==> src/hw/rtl/itmh_heap_ram.sv <==
// ----------------------------------------------------------------------------
// itmh_heap_ram: heap slot storage
// One write port and one read port with registered read data.
// ----------------------------------------------------------------------------
module itmh_heap_ram #(
    parameter int DEPTH = 64,
    parameter int AW    = 6,
    parameter int DW    = 42
) (
    input  logic          i_clk,
    input  logic          i_we,
    input  logic [AW-1:0] i_waddr,
    input  logic [DW-1:0] i_wdata,
    input  logic [AW-1:0] i_raddr,
    output logic [DW-1:0] o_rdata
);
    logic [DW-1:0] mem [DEPTH];

    always_ff @(posedge i_clk) begin
        if (i_we) begin
            mem[i_waddr] <= i_wdata;
        end
        o_rdata <= mem[i_raddr];
    end
endmodule

==> config.mk <==
export PLATFORM = sky130hd
export DESIGN_NAME = itmh_heap_ram
export DESIGN_NICKNAME = d
export VERILOG_FILES = /design/src/hw/rtl/itmh_heap_ram.sv
export SDC_FILE = /design/constraint.sdc
export NUM_CORES = 2
export LEC_CHECK = 0
export BUFFER_PORTS_ARGS = -buffer_cell sky130_fd_sc_hd__buf_4
export CAP_MARGIN = 20
export CORE_AREA = 4 4 421 423
export DETAILED_ROUTE_END_ITERATION = 8
export DIE_AREA = 0 0 425 427
export HOLD_SLACK_MARGIN = 0.06
export PLACE_DENSITY_LB_ADDON = 0.3
export REMOVE_ABC_BUFFERS = 1
export SLEW_MARGIN = 30
export SYNTH_ARGS = -nofsm -noshare
export SYNTH_HDL_FRONTEND = slang
export SYNTH_SLANG_ARGS = --single-unit
==> constraint.sdc <==
create_clock -name i_clk -period 8.66 [get_ports i_clk]
set_input_delay 0.433 -clock i_clk [delete_from_list [all_inputs] [get_ports i_clk]]
set_output_delay 0.433 -clock i_clk [all_outputs]
set_load 0.05 [all_outputs]
# Yosys cells after proc, flatten, opt, wreduce, memory -nomap -nowiden
# Memory sizes are Yosys's and may differ from the RTL's. A register that Yosys moved wholly into a read port is not among the register bits.
# Cells that the tools add are included.
# word_totals
regBits	0
latchBits	0
mem_bits_rw	2688
rom_bits	0
inputBits	56
output_inout_bits	42
wordCells	3
mem_count	1
# memory_table
memory	depth	word_bits	rd	rd_clocked_by_memory_dff	wr	line_no	rtl
mem	64	42	1	1	1	17	logic [DW-1:0] mem [DEPTH];
# op_classes
add_sub_neg	0
n_mul	0
n_div	0
n_lt_le_gt_ge	0
eq_ne	0
shifts	0
n_mux	2
n_bitwise	0
reduce_logical	0
# op_table
cell	n
$mux W1	2

# Logic depth before layout (Yosys ltp)
# logic_depth
ltp_word	2
depth_mapped	10
mapped_depth_nobuf	5

# Worst setup path before layout
# No wires, ideal clock.
# synth_timing
kind	input-to-reg
from	input i_waddr[3]
to	memory mem[48][0], enable pin
setup_ps	493
arrival_ps	3829
setup_slack_ps	4338
path_stages	4
path_buffers	1
cell_sequence	clkbuf_1 nor2b_1 nand4b_1 nor3_1
# synth_lines
element	line_no	rtl
from (decl)	12	input logic [AW-1:0] i_waddr,
to (decl)	17	
# No word-level cell before the write port.

==> run_results.csv <==
group,metric,value,unit
clocking,cts_tree,"yes",
detailed_routing,wirelength,256000,um
final_layout,stdcell_area,116000,um2
detailed_routing,first_pass_iters,8,
clocking,post_cts_buffers,0,
placed_design,dp_hpwl,122000,um
placed_design,place_ws,4420,ps
clocking,clock_path_buffers,4,
floorplan,die_area,181000,um2
sta,fin_skew,38.2,ps
hold_path,min-delay-path-class,"in2reg",
global_route,grt_pass1_wl,368000,um
detailed_routing,dr.first_iter.drc_count,8164,
sta,final.min_clock_period,3310,ps
global_route,grt_pass1_vias,49900,
final_layout,final_cell_mix,"edfxtp_1, mux4_2, clkbuf_16",
global_route,overflow,0,
final_layout,multiInputGateArea,21100,um2
setup_path,critical_path_required,9390,ps
floorplan,initial_core_util,0.596,
sta,hold_viol_final,0,
final_layout,final_cells,7162,
sta,clock.fmax,0.302,GHz
setup_path,critPathMaxFanout,64,
setup_path,rr_startpoint,"mem[16][23]",
setup_path,critPathKind,"in2reg",
floorplan,pin_count,98,
global_route,track_usage,0.288,
sta,relSlewSlack,0.262,
sta,fin_crit_sh,0.382,
power_and_ir_drop,ir_worst_vdd,0.203,mV
synth,syn_avg_cell_area,23.7,um2
final_layout,fillers,10500,
final_layout,fin_nets,4694,
floorplan,die_w,425,um
final_layout,final_core_utilization,0.669,
setup_path,critPathArrivalTime,4040,ps
detailed_routing,vias_per_cell,6.93,
final_layout,area_growth,12.3,%
power_and_ir_drop,leakagePower,36.2,nW
detailed_routing,wire_per_inst,35.8,um
final_layout,drive_above_1_share,0.281,
placed_design,placed_cells,6639,
sta,hold_ws,78.5,ps
floorplan,coreArea,173000,um2
synth,synth_warnings,0,
hold_path,min_from,"i_wdata[24]",
sta,report.final.slew_viol_count,0,
floorplan,die_h,427,um
final_layout,final_common_cell,"edfxtp_1",
synth,ys_seq_area_frac,0.789,
sta,worst_slack,5350,ps
status,status,"finished clean",
final_layout,register_area,81600,um2
floorplan,rows,153,
detailed_routing,drc,0,
global_route,grt_antenna_before_repair,12,
sta,finalSetupTns,0,ps
sta,rsz0062_at_grt,"no",
placed_design,dpl-instance-area,107000,um2
clocking,htree_levels,5,
setup_path,critPathLaunch,"i_raddr[0]",
detailed_routing,ant_nets,0,
sta,setup_violations,0,
synth,synthCells,4352,
power_and_ir_drop,p_total,27.1,mW
synth,synth_cell_types,43,
power_and_ir_drop,power.density,233,nW/um2
synth,ys_ff_latch,2730,
clocking,ctsResizeCount,0,
detailed_routing,vias,49600,
clocking,cts_root_buf,"clkbuf_16",
sta,tightest_slew,1100,ps
flow_run,drv_cap,0,
setup_path,start_kind,"primary input",
setup_path,endpoint_kind,"flop",
clocking,cts_sinks,2730,
global_route,grt_max_degree,125,
placed_design,place_congestion,0.775,
synth,syn_area,103000,um2
clocking,cts_buffers,277,
clocking,cts.clk_slew.worst_paths,60,ps
clocking,clock_latency,910,ps
placed_design,port_buffers,97,
worst max-delay path: stages:
cell and delay [ps]:
buf_8 270, buf_16 360, buf_4 420, buf_12 430
mux4_2 580, a22o_1 240, a211oi_1 890, nor3_1 140
area by class of cell:
type / instances / area share
clock buffer: 377 / 0.0648
timing repair buffer: 248 / 0.0198
inverter: 1 / 0.0000970
antenna: 4 / 0.0000863
sequential: 2730 / 0.703
tap: 2325 / 0.0251
multi-input combinational: 1380 / 0.181
clock inverter: 97 / 0.00583
layer usage:
layer | vias up | GRT usage | part of all wire
li1 | 19300 | - | -
met1 | 26300 | 0.414 | 0.36
met2 | 3479 | 0.446 | 0.48
met3 | 529 | 0.0643 | 0.12
met4 | 8 | 0.0992 | 0.035
met5 | - | 0 | 0.00021
Yosys cell counts, drive strengths merged:
master | count | area share
a31oi | 6 | 0.00036
a211o | 4 | 0.00034
o311a | 2 | 0.00019
a22oi | 83 | 0.0060
nand4b | 1 | 0.000085
nand2 | 36 | 0.0013
nand3b | 12 | 0.00087
o22ai | 30 | 0.0018
and3 | 2 | 0.00012
nor2b | 14 | 0.00085
a211oi | 20 | 0.0015
nor3 | 13 | 0.00063
a22o | 17 | 0.0014
or2 | 1 | 0.000061
clkbuf | 98 | 0.0036
o211ai | 1 | 0.000073
nand4 | 2 | 0.00012
mux2 | 40 | 0.0044
a32oi | 1 | 0.000085
o221ai | 32 | 0.0027
nand2b | 7 | 0.00042
a21oi | 31 | 0.0015
or3 | 3 | 0.00018
a21boi | 2 | 0.00015
mux2i | 154 | 0.015
buf | 143 | 0.0086
o21ai | 7 | 0.00034
inv | 1 | 0.000036
edfxtp | 2688 | 0.78
nor2 | 114 | 0.0041
nand3 | 7 | 0.00034
and2 | 11 | 0.00067
or3b | 3 | 0.00025
a222oi | 9 | 0.00087
a221oi | 26 | 0.0022
dfxtp | 42 | 0.0081
o211a | 4 | 0.00039
mux4 | 685 | 0.15
registers in the layout, summed over array words and instances, names as in the netlist:
name     cells
mem       2688
o_rdata     42
cell families (layout without fill, tap and decap cells):
kind of cell / Yosys count / after routing / synth area share
and+or+nand+nor: 226 / 226 / 0.0101
AOI/OAI and AO/OA: 275 / 275 / 0.0200
muxes: 879 / 879 / 0.169
buffers and inverters: 242 / 723 / 0.0123
DFF: 2730 / 2730 / 0.789
other: 0 / 4 / 0
where the power goes:
part           leakage [nW]  switching [mW]  internal (mW)
logic                  7.70           0.878          0.508
registers              24.5          0.0645           14.6
clock network          4.00            4.69           6.33
worst paths after layout:
kind | endpoint | slack [ps] | cells past startpoint
worst max-delay path | o_rdata[18] | 5350 | 8
worst min-delay path | mem[17][24] | 80 | 1
worst max register to register | o_rdata[23] | 6380 | 4
worst min register to register | o_rdata[12] | 800 | 4
timing repair:
item | CTS | global route
setup endpoints to repair | 0 | 0
hold endpoints to repair | 1648 | 0
hold buffers | 40 | 0
No activity file was read; power rests on OpenSTA's default activity.
